==> src/sv/ipse_pkg.sv <==
// Shared types and constants for the indexed pixel shade enhancer.
// Used by every module of the block; depends on nothing else.
`default_nettype none

package ipse_pkg;

  // Default frame geometry.
  localparam int unsigned FRAME_WIDTH_DEF  = 320;
  localparam int unsigned FRAME_HEIGHT_DEF = 200;

  // Field widths of the stream items.
  localparam int unsigned X_W      = 9;
  localparam int unsigned Y_W      = 8;
  localparam int unsigned PIXEL_W  = 8;
  localparam int unsigned COLOR_W  = 4;
  localparam int unsigned INDEX_W  = 8;
  localparam int unsigned SHADE_W  = 4;
  localparam int unsigned COORD_W  = 11;

  localparam int unsigned IN_TDATA_W  = 32;
  localparam int unsigned OUT_TDATA_W = 16;

  // Shade arithmetic constants.
  localparam int unsigned SHADE_NEUTRAL = 8;
  localparam int unsigned SHADE_MAX     = 15;
  localparam int unsigned EDGE_DROP     = 2;
  localparam int unsigned RUN_MIN_D     = 3;

  // Operation carried in tuser.
  typedef enum logic {
    OP_WRITE = 1'b0,
    OP_QUERY = 1'b1
  } opcode_e;

  // Moves of the shared address stepper.
  typedef enum logic [1:0] {
    STEP_UP    = 2'd0,
    STEP_DOWN  = 2'd1,
    STEP_LEFT  = 2'd2,
    STEP_RIGHT = 2'd3
  } step_e;

  // Neighborhood facts gathered by the sequencer for the shade unit.
  typedef struct packed {
    logic has_up;
    logic has_down;
    logic side_diff;
  } nb_flags_t;

endpackage

`default_nettype wire

==> src/sv/ipse_addr_step.sv <==
// Shared address stepper: moves a frame address by one row or one column.
// Depends on ipse_pkg for the step codes.
`default_nettype none

module ipse_addr_step #(
  parameter int unsigned FRAME_WIDTH = ipse_pkg::FRAME_WIDTH_DEF,
  parameter int unsigned AW          = 16
) (
  input  wire logic [AW-1:0]         base_i,
  input  wire ipse_pkg::step_e       op_i,
  output logic      [AW-1:0]         addr_o
);

  localparam logic [AW-1:0] ROW_STEP = AW'(FRAME_WIDTH);
  localparam logic [AW-1:0] COL_STEP = AW'(1);

  // One adder serves every move of the column walk and the side checks.
  always_comb begin
    unique case (op_i)
      ipse_pkg::STEP_UP:    addr_o = base_i - ROW_STEP;
      ipse_pkg::STEP_DOWN:  addr_o = base_i + ROW_STEP;
      ipse_pkg::STEP_LEFT:  addr_o = base_i - COL_STEP;
      ipse_pkg::STEP_RIGHT: addr_o = base_i + COL_STEP;
      default:              addr_o = base_i;
    endcase
  end

endmodule

`default_nettype wire

==> config.mk <==
export PLATFORM = sky130hd
export DESIGN_NAME = ipse_addr_step
export DESIGN_NICKNAME = d
export VERILOG_FILES = /design/src/sv/ipse_pkg.sv /design/src/sv/ipse_addr_step.sv
export SDC_FILE = /design/constraint.sdc
export NUM_CORES = 1
export LEC_CHECK = 0
export ABC_AREA = 1
export BUFFER_PORTS_ARGS = -buffer_cell sky130_fd_sc_hd__buf_2
export CORE_MARGIN = 3
export CORE_UTILIZATION = 53
export DETAILED_ROUTE_END_ITERATION = 10
export PLACE_DENSITY = 0.79
export SETUP_SLACK_MARGIN = 0.15
export SYNTH_ARGS = -nofsm -noshare
export SYNTH_HDL_FRONTEND = slang
export SYNTH_SLANG_ARGS = --single-unit
==> constraint.sdc <==
create_clock -name vclk -period 1.4
set_input_delay 0 -clock vclk [all_inputs]
set_output_delay 0 -clock vclk [all_outputs]
set_load 0.005 [all_outputs]
==> results.md <==
* Routed wire per std cell at 16.0 um
* Sequential fraction of design power at 0%
* Antenna-violating nets left at 0
* Flip-flop and latch area at 0 um2
* Global-route wire length before repair at 8530 um
* Fmax at 602 MHz
* Summed negative setup slack over all endpoints at -766 ps
* Sequence of cells on the critical path: buf_12, buf_12, nand2_8, inv_4, fa_2, buf_4, buf_6, buf_4, xnor2_2, nand2_1, o21ai_1, buf_2
* Average cell area after synthesis at just over 5 um2
* Gate count after technology mapping at 302
* Fraction of post-synthesis cell area in the top cell type by area at roughly 28%
* Standard cell core area at ~2800 um2
* Layout Area Growth over Synthesis at 56.8%
* Top cells by area in the synthesized netlist: sky130_fd_sc_hd__nand2_1 (28%), sky130_fd_sc_hd__ha_1 (19%), sky130_fd_sc_hd__inv_1 (13%)
* Cell with the most instances after synthesis: sky130_fd_sc_hd__nand2_1
* Port bufs at 34
* Total count of max-transition violations in the final report at 0
* Critical path capture point type: output port
* Global route total overflow at 0
* I/O pin count at 34
* Placed inst area at 2040 um2
* Die extent in y at 60.4 um
* Maximum Capacitance Violations at 0
* Number of warning messages in the yosys log at 0
* Clock share of power at 0%
* GR Util All Layers at a little under a third
* Clock buffer count in the final layout at 0
* Largest driver fanout on the critical path at 5
* Worst Path Required at 1400 ps
* Worst relative slew slack at 82.0%
* Initial Util at 56.4%
* Sequential share of the synthesized area at 0%
* Die Footprint at 3650 um2
* Source of the worst hold timing path: base_i[0]
* Highest ir drop seen on vdd at 0.420 mV
* Hold Fails Final Rpt at 0
* Initial antenna violation count at 0
* Post-detailed-route via-to-cell ratio at 5.74
* Static Leakage at around 1.4 nW
* HPWL after detailed placement at 3730 um
* Number of endpoints failing setup at the final stage at 9
* Post-route cell area at ~2500 um2
* Signal arrival time at the worst endpoint at approximately 1700 ps
* Final period util at 119%
* Cell area after synthesis at around 1600 um2
* Routability congestion estimate at slightly below 0.9
* Layout cell share with drive strength beyond 1 at 36.1%
* Via count of the first global-routing pass at 1,970
* Violations in the final reports: setup timing
* Classification of the worst setup path: in2out
* Post-route DRC violation count at 0
* Pin count of the biggest net entering global routing at 19
* Die X at 60.4 um
* Distinct cell type count of the synthesized netlist at 25
* Run status: finished, violations left
* Hold Buf Count CTS at 0
* Cell area power density at 479 nW/um2
* Syn Nets at between 300 and 400
* Via count at 2,291
* Hold-critical path depth at 3
* Initial DRC count at 256
* Net switching power figure at 0.650 mW
* Worst Hold End: addr_o[0]
* Stage delay of the slowest cell on the critical path at 330 ps
* Critical Path Start Type: primary input
* Post-detailed-routing wire length at about 6400 um
* Rows at 19
* Drt first pass iters at 6
* Sw frac at ~55%
* Combinational group share of total power at between 90% and 100%
* Nets at between 400 and 500
* Setup repair after global routing missed its margin: yes
* Internal cell power at approximately 0.53 mW
* Critical-path top delay cell: sky130_fd_sc_hd__fa_2
* Final antenna diode count at 0
* Number of sequential storage elements at 0
* Worst Max-Slew Pin Slew at 268 ps
* Most frequent cells after synthesis: sky130_fd_sc_hd__nand2_1 (117), sky130_fd_sc_hd__inv_1 (54), sky130_fd_sc_hd__nand3_1 (31)
* Hold Path Class: in2out
* Filler instances at roughly 140
* Minimum clock period after layout at 1660 ps
* Worst Slack Setup Final at -262 ps
* Top cell type by total area after synthesis: sky130_fd_sc_hd__nand2_1
* Count of buffering cells on the critical path with inverters included at 7
* Delay-heaviest family, CP: buffers and inverters
-- metrics by stage --
| stage | util, % | std cells | total power, mW | setup WS, ps | hold WS, ps |
|---|---|---|---|---|---|
| after floorplan | - | 302 | 0.578 | 126 | 55.4 |
| after global placement | 73.4 | 392 | 0.879 | -159 | 284 |
| after detailed placement | 73.4 | 392 | 0.899 | -179 | 284 |
| after CTS | 83.4 | 398 | 1.03 | -30.9 | 284 |
| after global routing | 88.4 | 399 | 1.28 | -278 | 337 |
| final | 88.4 | 399 | 1.18 | -262 | 320 |
-- final cells by class --
class	instances	area (um2)	share of cell area, %
well taps	31	38.8	1.58
multi-input cells	247	1750	71.0
inverters	55	216	8.80
repair buffers	66	457	18.6
-- power groups by stage --
stage | sequential (mW) | clock [mW] | combinational, mW
after detailed placement | 0 | 0 | 0.899
after global placement | 0 | 0 | 0.879
final | 0 | 0 | 1.18
after global routing | 0 | 0 | 1.28
after floorplan | 0 | 0 | 0.578
after CTS | 0 | 0 | 1.03
-- layer usage --
| metal | vias up | share of wire [%] | global-route usage [%] |
|---|---|---|---|
| li1 | 1092 | - | - |
| met1 | 1015 | 40 | 40.1 |
| met2 | 148 | 47 | 50.6 |
| met3 | 36 | 9.6 | 4.89 |
| met4 | 0 | 3.7 | 8.23 |
| met5 | - | 0 | 0 |
-- what timing repair did --
action	CTS	global route
pin swaps	6	7
buffers inserted	3	1
endpoints found under the setup margin	13	14
gates resized for setup	39	28
gates cloned	3	0
-- cells in the final DEF, fill, tap and decap left out, drive strengths merged --
cell type,synthesis,routed
nor2,17,17
inv,55,55
nand3,32,32
xor2,4,4
fa,2,2
o21ai,9,9
or2,5,5
xnor2,3,3
nand3b,4,4
o21bai,2,2
ha,24,24
nor3,3,3
and2,1,1
nand4,2,2
a21oi,14,14
buf,3,66
a21o,1,1
nand2,121,124
-- cell families (layout without fill, tap and decap cells) --
family          count (synthesis)  in the layout  share of synthesized area [%]
compound gates                 26             26                           9.50
xor+xnor                        7              7                           3.91
fa+ha+maj                      26             26                           21.7
buf+inv                        58            121                           14.6
simple gates                  185            188                           50.3
-- worst max path at each step --
stage,end,startpoint,cells after the start
floorplan,addr_o[8],op_i[1],11
global placement,addr_o[7],op_i[1],9
detailed placement,addr_o[12],op_i[1],13
CTS,addr_o[14],op_i[0],13
global route,addr_o[8],op_i[0],12
finish,addr_o[8],op_i[0],12
(Power assumes the default switching activity.)
