`src/sv/ipse_pkg.sv`:
```
// Shared types and constants for the indexed pixel shade enhancer.
// Used by every module of the block; depends on nothing else.
`default_nettype none

package ipse_pkg;

  // Default frame geometry.
  localparam int unsigned FRAME_WIDTH_DEF  = 320;
  localparam int unsigned FRAME_HEIGHT_DEF = 200;

  // Field widths of the stream items.
  localparam int unsigned X_W      = 9;
  localparam int unsigned Y_W      = 8;
  localparam int unsigned PIXEL_W  = 8;
  localparam int unsigned COLOR_W  = 4;
  localparam int unsigned INDEX_W  = 8;
  localparam int unsigned SHADE_W  = 4;
  localparam int unsigned COORD_W  = 11;

  localparam int unsigned IN_TDATA_W  = 32;
  localparam int unsigned OUT_TDATA_W = 16;

  // Shade arithmetic constants.
  localparam int unsigned SHADE_NEUTRAL = 8;
  localparam int unsigned SHADE_MAX     = 15;
  localparam int unsigned EDGE_DROP     = 2;
  localparam int unsigned RUN_MIN_D     = 3;

  // Operation carried in tuser.
  typedef enum logic {
    OP_WRITE = 1'b0,
    OP_QUERY = 1'b1
  } opcode_e;

  // Moves of the shared address stepper.
  typedef enum logic [1:0] {
    STEP_UP    = 2'd0,
    STEP_DOWN  = 2'd1,
    STEP_LEFT  = 2'd2,
    STEP_RIGHT = 2'd3
  } step_e;

  // Neighborhood facts gathered by the sequencer for the shade unit.
  typedef struct packed {
    logic has_up;
    logic has_down;
    logic side_diff;
  } nb_flags_t;

endpackage

`default_nettype wire

```
`src/sv/ipse_shade.sv`:
```
// Shade computation from the vertical run counts and the neighborhood flags.
// Depends on ipse_pkg for constants and the flag struct.
`default_nettype none

module ipse_shade #(
  parameter int unsigned RW = 8
) (
  input  wire logic [ipse_pkg::COLOR_W-1:0] base_i,
  input  wire logic [RW-1:0]                up_i,
  input  wire logic [RW-1:0]                down_i,
  input  wire ipse_pkg::nb_flags_t          flags_i,
  output logic      [ipse_pkg::INDEX_W-1:0] index_o,
  output logic      [ipse_pkg::SHADE_W-1:0] shade_o
);

  localparam int unsigned SW = RW + 3;

  logic [SW-1:0]      d;
  logic [SW-1:0]      d2;
  logic [SW-1:0]      d3;
  logic [SW-1:0]      up4;
  logic [SW-1:0]      mag;
  logic [SW-1:0]      mag2;
  logic               neg;
  logic               long_run;
  logic               edge_hit;
  logic [1:0]         quot;
  logic signed [5:0]  shade_s;

  // Span d = up + down; the ratio (2d - 4up)/d lies in -2..2, so the
  // rounded quotient comes from two compares instead of a divider.
  always_comb begin
    d        = SW'(up_i) + SW'(down_i);
    d2       = d << 1;
    d3       = d + d2;
    up4      = SW'(up_i) << 2;
    neg      = up4 > d2;
    mag      = neg ? (up4 - d2) : (d2 - up4);
    mag2     = mag << 1;
    long_run = d >= SW'(ipse_pkg::RUN_MIN_D);
    if (mag2 >= d3) begin
      quot = 2'd2;
    end else if (mag2 >= d) begin
      quot = 2'd1;
    end else begin
      quot = 2'd0;
    end
  end

  // An edge is any in-frame 4-neighbor of another colour.
  assign edge_hit = flags_i.side_diff
                  | (flags_i.has_up   && (up_i   == '0))
                  | (flags_i.has_down && (down_i == '0));

  // Assemble, drop at edges and clamp.
  always_comb begin
    shade_s = 6'(ipse_pkg::SHADE_NEUTRAL);
    if (base_i != '0) begin
      if (long_run) begin
        shade_s = neg ? (shade_s - $signed({4'd0, quot})) : (shade_s + $signed({4'd0, quot}));
      end
      if (edge_hit) begin
        shade_s = shade_s - 6'(ipse_pkg::EDGE_DROP);
      end
      if (shade_s < 6'sd0) begin
        shade_s = 6'sd0;
      end else if (shade_s > 6'(ipse_pkg::SHADE_MAX)) begin
        shade_s = 6'(ipse_pkg::SHADE_MAX);
      end
    end
    shade_o = shade_s[ipse_pkg::SHADE_W-1:0];
    index_o = {base_i, shade_o};
  end

endmodule

`default_nettype wire

```
`config.mk`:
```
export PLATFORM = sky130hd
export DESIGN_NAME = ipse_shade
export DESIGN_NICKNAME = d
export VERILOG_FILES = /design/src/sv/ipse_pkg.sv /design/src/sv/ipse_shade.sv
export SDC_FILE = /design/constraint.sdc
export NUM_CORES = 1
export LEC_CHECK = 0
export BUFFER_PORTS_ARGS = -buffer_cell sky130_fd_sc_hd__buf_4
export CAP_MARGIN = 20
export CORE_MARGIN = 3
export CORE_UTILIZATION = 45
export DETAILED_ROUTE_END_ITERATION = 6
export PLACE_DENSITY_LB_ADDON = 0.12
export SLEW_MARGIN = 40
export SYNTH_ARGS = -nofsm -noshare
export SYNTH_HDL_FRONTEND = slang
export SYNTH_SLANG_ARGS = --single-unit
```
`constraint.sdc`:
```
create_clock -name vclk -period 17.68
set_input_delay 1.768 -clock vclk [all_inputs]
set_output_delay 1.768 -clock vclk [all_outputs]
set_load 0.03 [all_outputs]
```
==> summary.txt, run 1 <==
Power and ir drop
  – Standby leakage power: 1.15 nW
  – Power Dens Cells: 118 nW/um^2
  – Share of total power in the clock network: 0%
  – Combinational power share: 100.0%
  – Switching share of total power: 58.2%
  – Internal power summed over all cells: 0.000118 W
  – Maximum ir drop on the vdd rail: 53.5 uV
  – Sequential cell fraction of total power: 0%
  – Net switching power figure: 0.000165 W

Yosys
  – Syn Inst Count: 279
  – Cell area after technology mapping: 2170 um^2
  – Syn. warnings: 0
  – Post-synth top cells: sky130_fd_sc_hd__ha_1 (49), sky130_fd_sc_hd__inv_1 (25), sky130_fd_sc_hd__a21oi_1 (22)
  – Net count after synthesis: 354
  – Most repeated cell in the gate-level netlist after synthesis: sky130_fd_sc_hd__ha_1
  – Yosys top cell by area: sky130_fd_sc_hd__ha_1
  – Mean cell area of the mapped netlist: 7.78 um^2
  – Post-synth top area share: 28.3%
  – Sequential fraction of the synthesis area: 0%
  – Biggest area contributors in the synthesized netlist: sky130_fd_sc_hd__ha_1 (28%), sky130_fd_sc_hd__xnor2_1 (5.7%), sky130_fd_sc_hd__a21oi_1 (5.1%), sky130_fd_sc_hd__inv_1 (4.3%), sky130_fd_sc_hd__o21ai_0 (3.5%)
  – Number of unique standard cell types used by synthesis: 63

Finish
  – Layout overhead on the synthesized area: 11.0%
  – Combined flip-flop and latch cell area: 0 um^2
  – Total number of sequential cells: 0
  – Fraction of final layout cells with drive strength greater than 1: 17.9%
  – CLK BUF: 0
  – Total Nets Final: 379
  – Fill cell count: 461
  – # diodes: 0

Detailed routing
  – Final routed wirelength across all metal layers: 5100 um
  – Remaining routing DRC violations: 0
  – Detailed Routing Iterations Pass 1: 4
  – Post-DR wirelength/cell: 14.4 um
  – DRT antenna net count: 0
  – Vias after detailed routing: 2002
  – Mean number of vias per cell: 5.66
  – DRC violation total after the first TritonRoute iteration: 85

Clock tree
  – Number of gates resized after CTS: 0
  – Buffers inserted during post-CTS setup optimization: 0
  – Number of buffers inserted by hold repair at cts: 0

Place
  – HPWL after DPL: 4490 um
  – Placer's final routability congestion estimate: 0.892
  – Worst slack, placed: 7.29 ns
  – Number of I/O port buffers: 35

Global routing
  – Largest net degree at the start of global routing: 13
  – GRT Resource Usage Total: 18.6%
  – Total congestion overflow after global routing: 0
  – Global-route wire length before repair: 8530 um
  – Number of global-route vias before repair: 1919
  – Antenna violations before repair: 0

Die
  – Die Span Y: 75.4 um
  – Placeable core area: 4500 um^2
  – Boundary Pins: 35
  – Die Span X: 75.4 um
  – Site Rows: 24
  – Die ar.: 5690 um^2
  – Initial Utilization: 48.2%

Setup path
  – CP Class: in -> out
  – Crit start category: primary input
  – Worst setup path start: up_i[0]
  – Arrival time worst endpoint: 8.46 ns
  – Cell type of the slowest stage on the worst timing path: sky130_fd_sc_hd__ha_1
  – CP endpoint: index_o[0]
  – Worst-path fanout max: 12
  – Critical path capture point type: output pin
  – CP peak stage delay: 0.56 ns
  – Cell repeated most along the worst path: sky130_fd_sc_hd__nand2_1
  – Required time reported for the critical path endpoint: 15.91 ns

Min path
  – Class of the most critical hold timing path: in -> out

STA
  – Setup TNS: 0 ns
  – Total setup violations reported at the end of the flow: 0
  – Unrepaired setup endpoints after global routing: false
  – Final Hold Violating Endpoints: 0
  – Transition time at the pin with the least slew margin: 0.756 ns
  – Tightest hold margin: 3.77 ns
  – Min Tclk post-route: 10.23 ns
  – Timing-limited maximum frequency: 97.7 MHz
  – Final WS setup: 7.45 ns
  – Period Utilization, post-route: 57.9%
  – Headroom to the max-slew limit: 49.2%
  – Max Transition Viols Final: 0

Outcome
  – Run status: finished, final reports clean

Job
  – Max-capacitance violation count: 0
critical path, delay by kind of cell:
family	cells	cell delay (ns)
xor gates and xnor gates	2	0.76
muxes	1	0.22
and+or+nand+nor	9	0.84
AOI/OAI and AO/OA	10	2.46
adders and majority gates	5	1.54
buffers and inverters	5	0.86
placed cells by master (no fill, tap or decap), drive strengths merged, types with 6 or more instances in the layout:
cell type / n
o21ai: 18
inv: 26
o211ai: 6
ha: 49
a21o: 8
nor2: 16
o21a: 10
nand2: 17
buf: 35
xnor2: 15
a21oi: 22
cell type report:
class              instances  area, um^2  share of cell area, %
well taps                 52        65.1                   2.70
inverters                 27         101                   4.21
repair buffers            35         263                   10.9
multi-input cells        240        1980                   82.2
per-layer routing:
| metal | vias up | share of wire (%) | global-route usage [%] |
|---|---|---|---|
| met2 | 30 | 45 | 31.7 |
| met3 | 2 | 2.2 | 0.132 |
| met5 | - | 0 | 0 |
| met4 | 0 | 0.14 | 0.388 |
| met1 | 898 | 53 | 27.7 |
| li1 | 1072 | - | - |
worst min path at each step:
stage,startpoint,to,cells after the start
5_1_grt,base_i[2],index_o[6],2
3_5_place_dp,base_i[2],index_o[6],2
6_report,base_i[2],index_o[6],2
3_3_place_gp,base_i[1],index_o[5],2
2_1_floorplan,base_i[0],index_o[4],1
4_1_cts,base_i[1],index_o[5],2
stage by stage:
step / instance area [um^2] / utilization [%] / power (W) / cells
CTS: 2400 / 53.4 / 0.000284 / 354
detailed placement: 2400 / 53.4 / 0.000282 / 354
floorplan: 2170 / - / 0.000226 / 279
global route: 2410 / 53.4 / 0.000319 / 354
global placement: 2400 / 53.4 / 0.000281 / 354
finish: 2410 / 53.4 / 0.000283 / 354
logic make-up (layout without fill, tap and decap cells):
kind of cell,Yosys count,count (layout),synth area share [%]
adders and majority gates,52,52,31.0
AOI/OAI and AO/OA,94,94,32.4
muxes,4,4,1.96
buffers and inverters,39,62,9.00
and+or+nand+nor,70,70,16.7
xor gates and xnor gates,20,20,8.94
power by group through the flow:
stage	sequential (W)	combinational (W)	clock, W
after global routing	0	0.000319	0
after floorplan	0	0.000226	0
final	0	0.000283	0
after global placement	0	0.000281	0
after detailed placement	0	0.000282	0
after CTS	0	0.000284	0
(Power assumes the default switching activity.)
==> inputs of run 2 (changes only) <==
==> constraint.sdc (replaced) <==
create_clock -name vclk -period 8.55
set_input_delay 0.855 -clock vclk [all_inputs]
set_output_delay 0.855 -clock vclk [all_outputs]
set_load 0.03 [all_outputs]
==> run 2 against run 1 <==
Compared with the run above:
- global-route usage grew 0.33 points
- setup slack worse by 6.9 ns
- first-iteration DRC count up 46%
- sequential share of layout area stayed put
- total power up 110%
- clock-buffer cell count stayed put
- final cell count increased by 0.56%
- non-clock buffer count rose by 2
- core utilization increased by 0.67 points
- via count grew 2.6%
- combinational power grew 110%
- critical path depth is 1 higher
- largest power group unchanged
==> summary.txt, run 2 (synthesis gave the netlist of run 1 again) <==
Outcome
  – Run status: finished, final reports clean

STA
  – Final Hold Violating Endpoints: 0 (unchanged)
  – Min Tclk post-route: 8.04 ns
  – Final WS setup: 0.511 ns (-6.94 ns)
  – Headroom to the max-slew limit: 56.9% (+7.6 points)
  – Timing-limited maximum frequency: 124 MHz
  – Unrepaired setup endpoints after global routing: false
  – Max Transition Viols Final: 0 (unchanged)
  – Transition time at the pin with the least slew margin: 0.641 ns (-0.115 ns)
  – Period Utilization, post-route: 94.0%
  – Total setup violations reported at the end of the flow: 0 (unchanged)
  – Setup TNS: 0 ns (unchanged)

Die
  – Site Rows: 24 (unchanged)
  – Placeable core area: 4500 um^2 (unchanged)
  – Initial Utilization: 48.2% (unchanged)
  – Die Span X: 75.4 um (unchanged)
  – Boundary Pins: 35 (unchanged)
  – Die Span Y: 75.4 um (unchanged)
  – Die ar.: 5690 um^2 (unchanged)

Finish
  – Total Nets Final: 381 (+0.53%)
  – Fraction of final layout cells with drive strength greater than 1: 19.4% (+1.5 points)
  – CLK BUF: 0 (unchanged)
  – Total number of sequential cells: 0 (unchanged)
  – Layout overhead on the synthesized area: 12.3%
  – Leading cell types in the layout, fill and taps excluded: sky130_fd_sc_hd__ha_1 (49), sky130_fd_sc_hd__buf_4 (37), sky130_fd_sc_hd__inv_1 (25)
  – Most common cell after layout, fill and taps aside: sky130_fd_sc_hd__ha_1
  – Combined flip-flop and latch cell area: 0 um^2 (unchanged)
  – Post-route design area: 2440 um^2 (+1.2%)
  – # diodes: 0 (unchanged)

Setup path
  – CP peak stage delay: 0.42 ns (-0.14 ns)
  – Cell type of the slowest stage on the worst timing path: sky130_fd_sc_hd__ha_1
  – Required time reported for the critical path endpoint: 7.70 ns (-8.21 ns)
  – Cell repeated most along the worst path: sky130_fd_sc_hd__a21oi_1
  – CP Class: in -> out
  – Arrival time worst endpoint: 7.18 ns (-1.28 ns)
  – Crit start category: primary input
  – CP Buf/Inv Count: 6 (+1)
  – Critical path capture point type: output pin
  – Critical path depth: 33 (+3.1%)
  – Worst path top cell family by delay: compound AO/OA/AOI/OAI gates
  – Worst-path fanout max: 12 (unchanged)

Job
  – Max-capacitance violation count: 0 (unchanged)

Min path
  – Class of the most critical hold timing path: in -> out
  – Worst hold path endpoint: index_o[5]
  – Hold Startpoint: base_i[1]
  – Cell depth of the worst min-delay path: 2 (unchanged)

Detailed routing
  – Post-DR wirelength/cell: 14.5 um (+0.45%)
  – Detailed Routing Iterations Pass 1: 4 (unchanged)
  – DRT antenna net count: 0 (unchanged)
  – Final routed wirelength across all metal layers: 5150 um (+1.0%)
  – Mean number of vias per cell: 5.77 (+2.0%)
  – DRC violation total after the first TritonRoute iteration: 124 (+46%)
  – Remaining routing DRC violations: 0 (unchanged)
  – Vias after detailed routing: 2054 (+2.6%)

Place
  – HPWL after DPL: 4500 um (+0.37%)
  – Total placed instance area: 2420 um^2 (+0.62%)
  – Placer's final routability congestion estimate: 0.847 (-5.0%)
  – Worst slack, placed: 0.226 ns (-7.07 ns)
  – Number of I/O port buffers: 35 (unchanged)

Global routing
  – Largest net degree at the start of global routing: 13 (unchanged)
  – Antenna violations before repair: 0 (unchanged)
  – GRT Resource Usage Total: 18.9% (+0.33 points)
  – Number of global-route vias before repair: 1911 (-0.42%)
  – Global-route wire length before repair: 8690 um (+1.9%)
  – Total congestion overflow after global routing: 0 (unchanged)

Clock tree
  – Number of buffers inserted by hold repair at cts: 0 (unchanged)
  – Number of gates resized after CTS: 0 (unchanged)
  – Buffers inserted during post-CTS setup optimization: 0 (unchanged)

Power and ir drop
  – Maximum ir drop on the vdd rail: 110 uV (+100%)
  – Standby leakage power: 1.18 nW (+2.3%)
  – Power Dens Cells: 242 nW/um^2 (+110%)
[run 2: cell count changes in the layout (fill, tap and decap cells not counted), sizes merged]
cell / before / now
buf: 35 / 37
clkinv: 1 / 0
inv: 26 / 27
[run 2: worst max-delay path by stage]
stage	start	end	slack (ns)
6_report	up_i[0]	shade_o[0]	0.51
5_1_grt	up_i[0]	index_o[0]	0.008
3_5_place_dp	up_i[0]	shade_o[0]	0.23
4_1_cts	up_i[0]	shade_o[0]	0.21
2_1_floorplan	up_i[0]	shade_o[1]	0.82
3_3_place_gp	up_i[0]	shade_o[0]	0.38
[run 2: through the flow]
stage	total power (W)	cells	hold WS (ns)	utilization, %
after floorplan	0.000468	279	1.84	-
after global placement	0.000583	356	1.94	53.7
after CTS	0.000591	356	1.95	53.7
after detailed placement	0.000585	356	1.95	53.7
after global routing	0.000661	356	1.95	54.1
final	0.000590	356	1.94	54.1
[run 2: cell type report]
| type | instances | area [um^2] |
|---|---|---|
| Inverter | 27 | 101 |
| Multi-Input combinational cell | 240 | 1990 |
| Fill cell | 462 | 2070 |
| Timing Repair Buffer | 37 | 278 |
| Tap cell | 52 | 65.1 |
[run 2: per-layer routing]
metal  part of all wire, %  track usage [%]  vias to the layer above
met5                     0                0                        -
met4                     0                0                        0
met3                   2.2                0                        0
met2                    46             32.1                       30
met1                    52             28.6                      945
li1                      -                -                     1079
[run 2: power breakdown]
group	total (W)	internal [W]	leakage [nW]	switching, W
clock network	0	0	0	0
registers	0	0	0	0
logic	0.000590	0.000250	1.18	0.000340
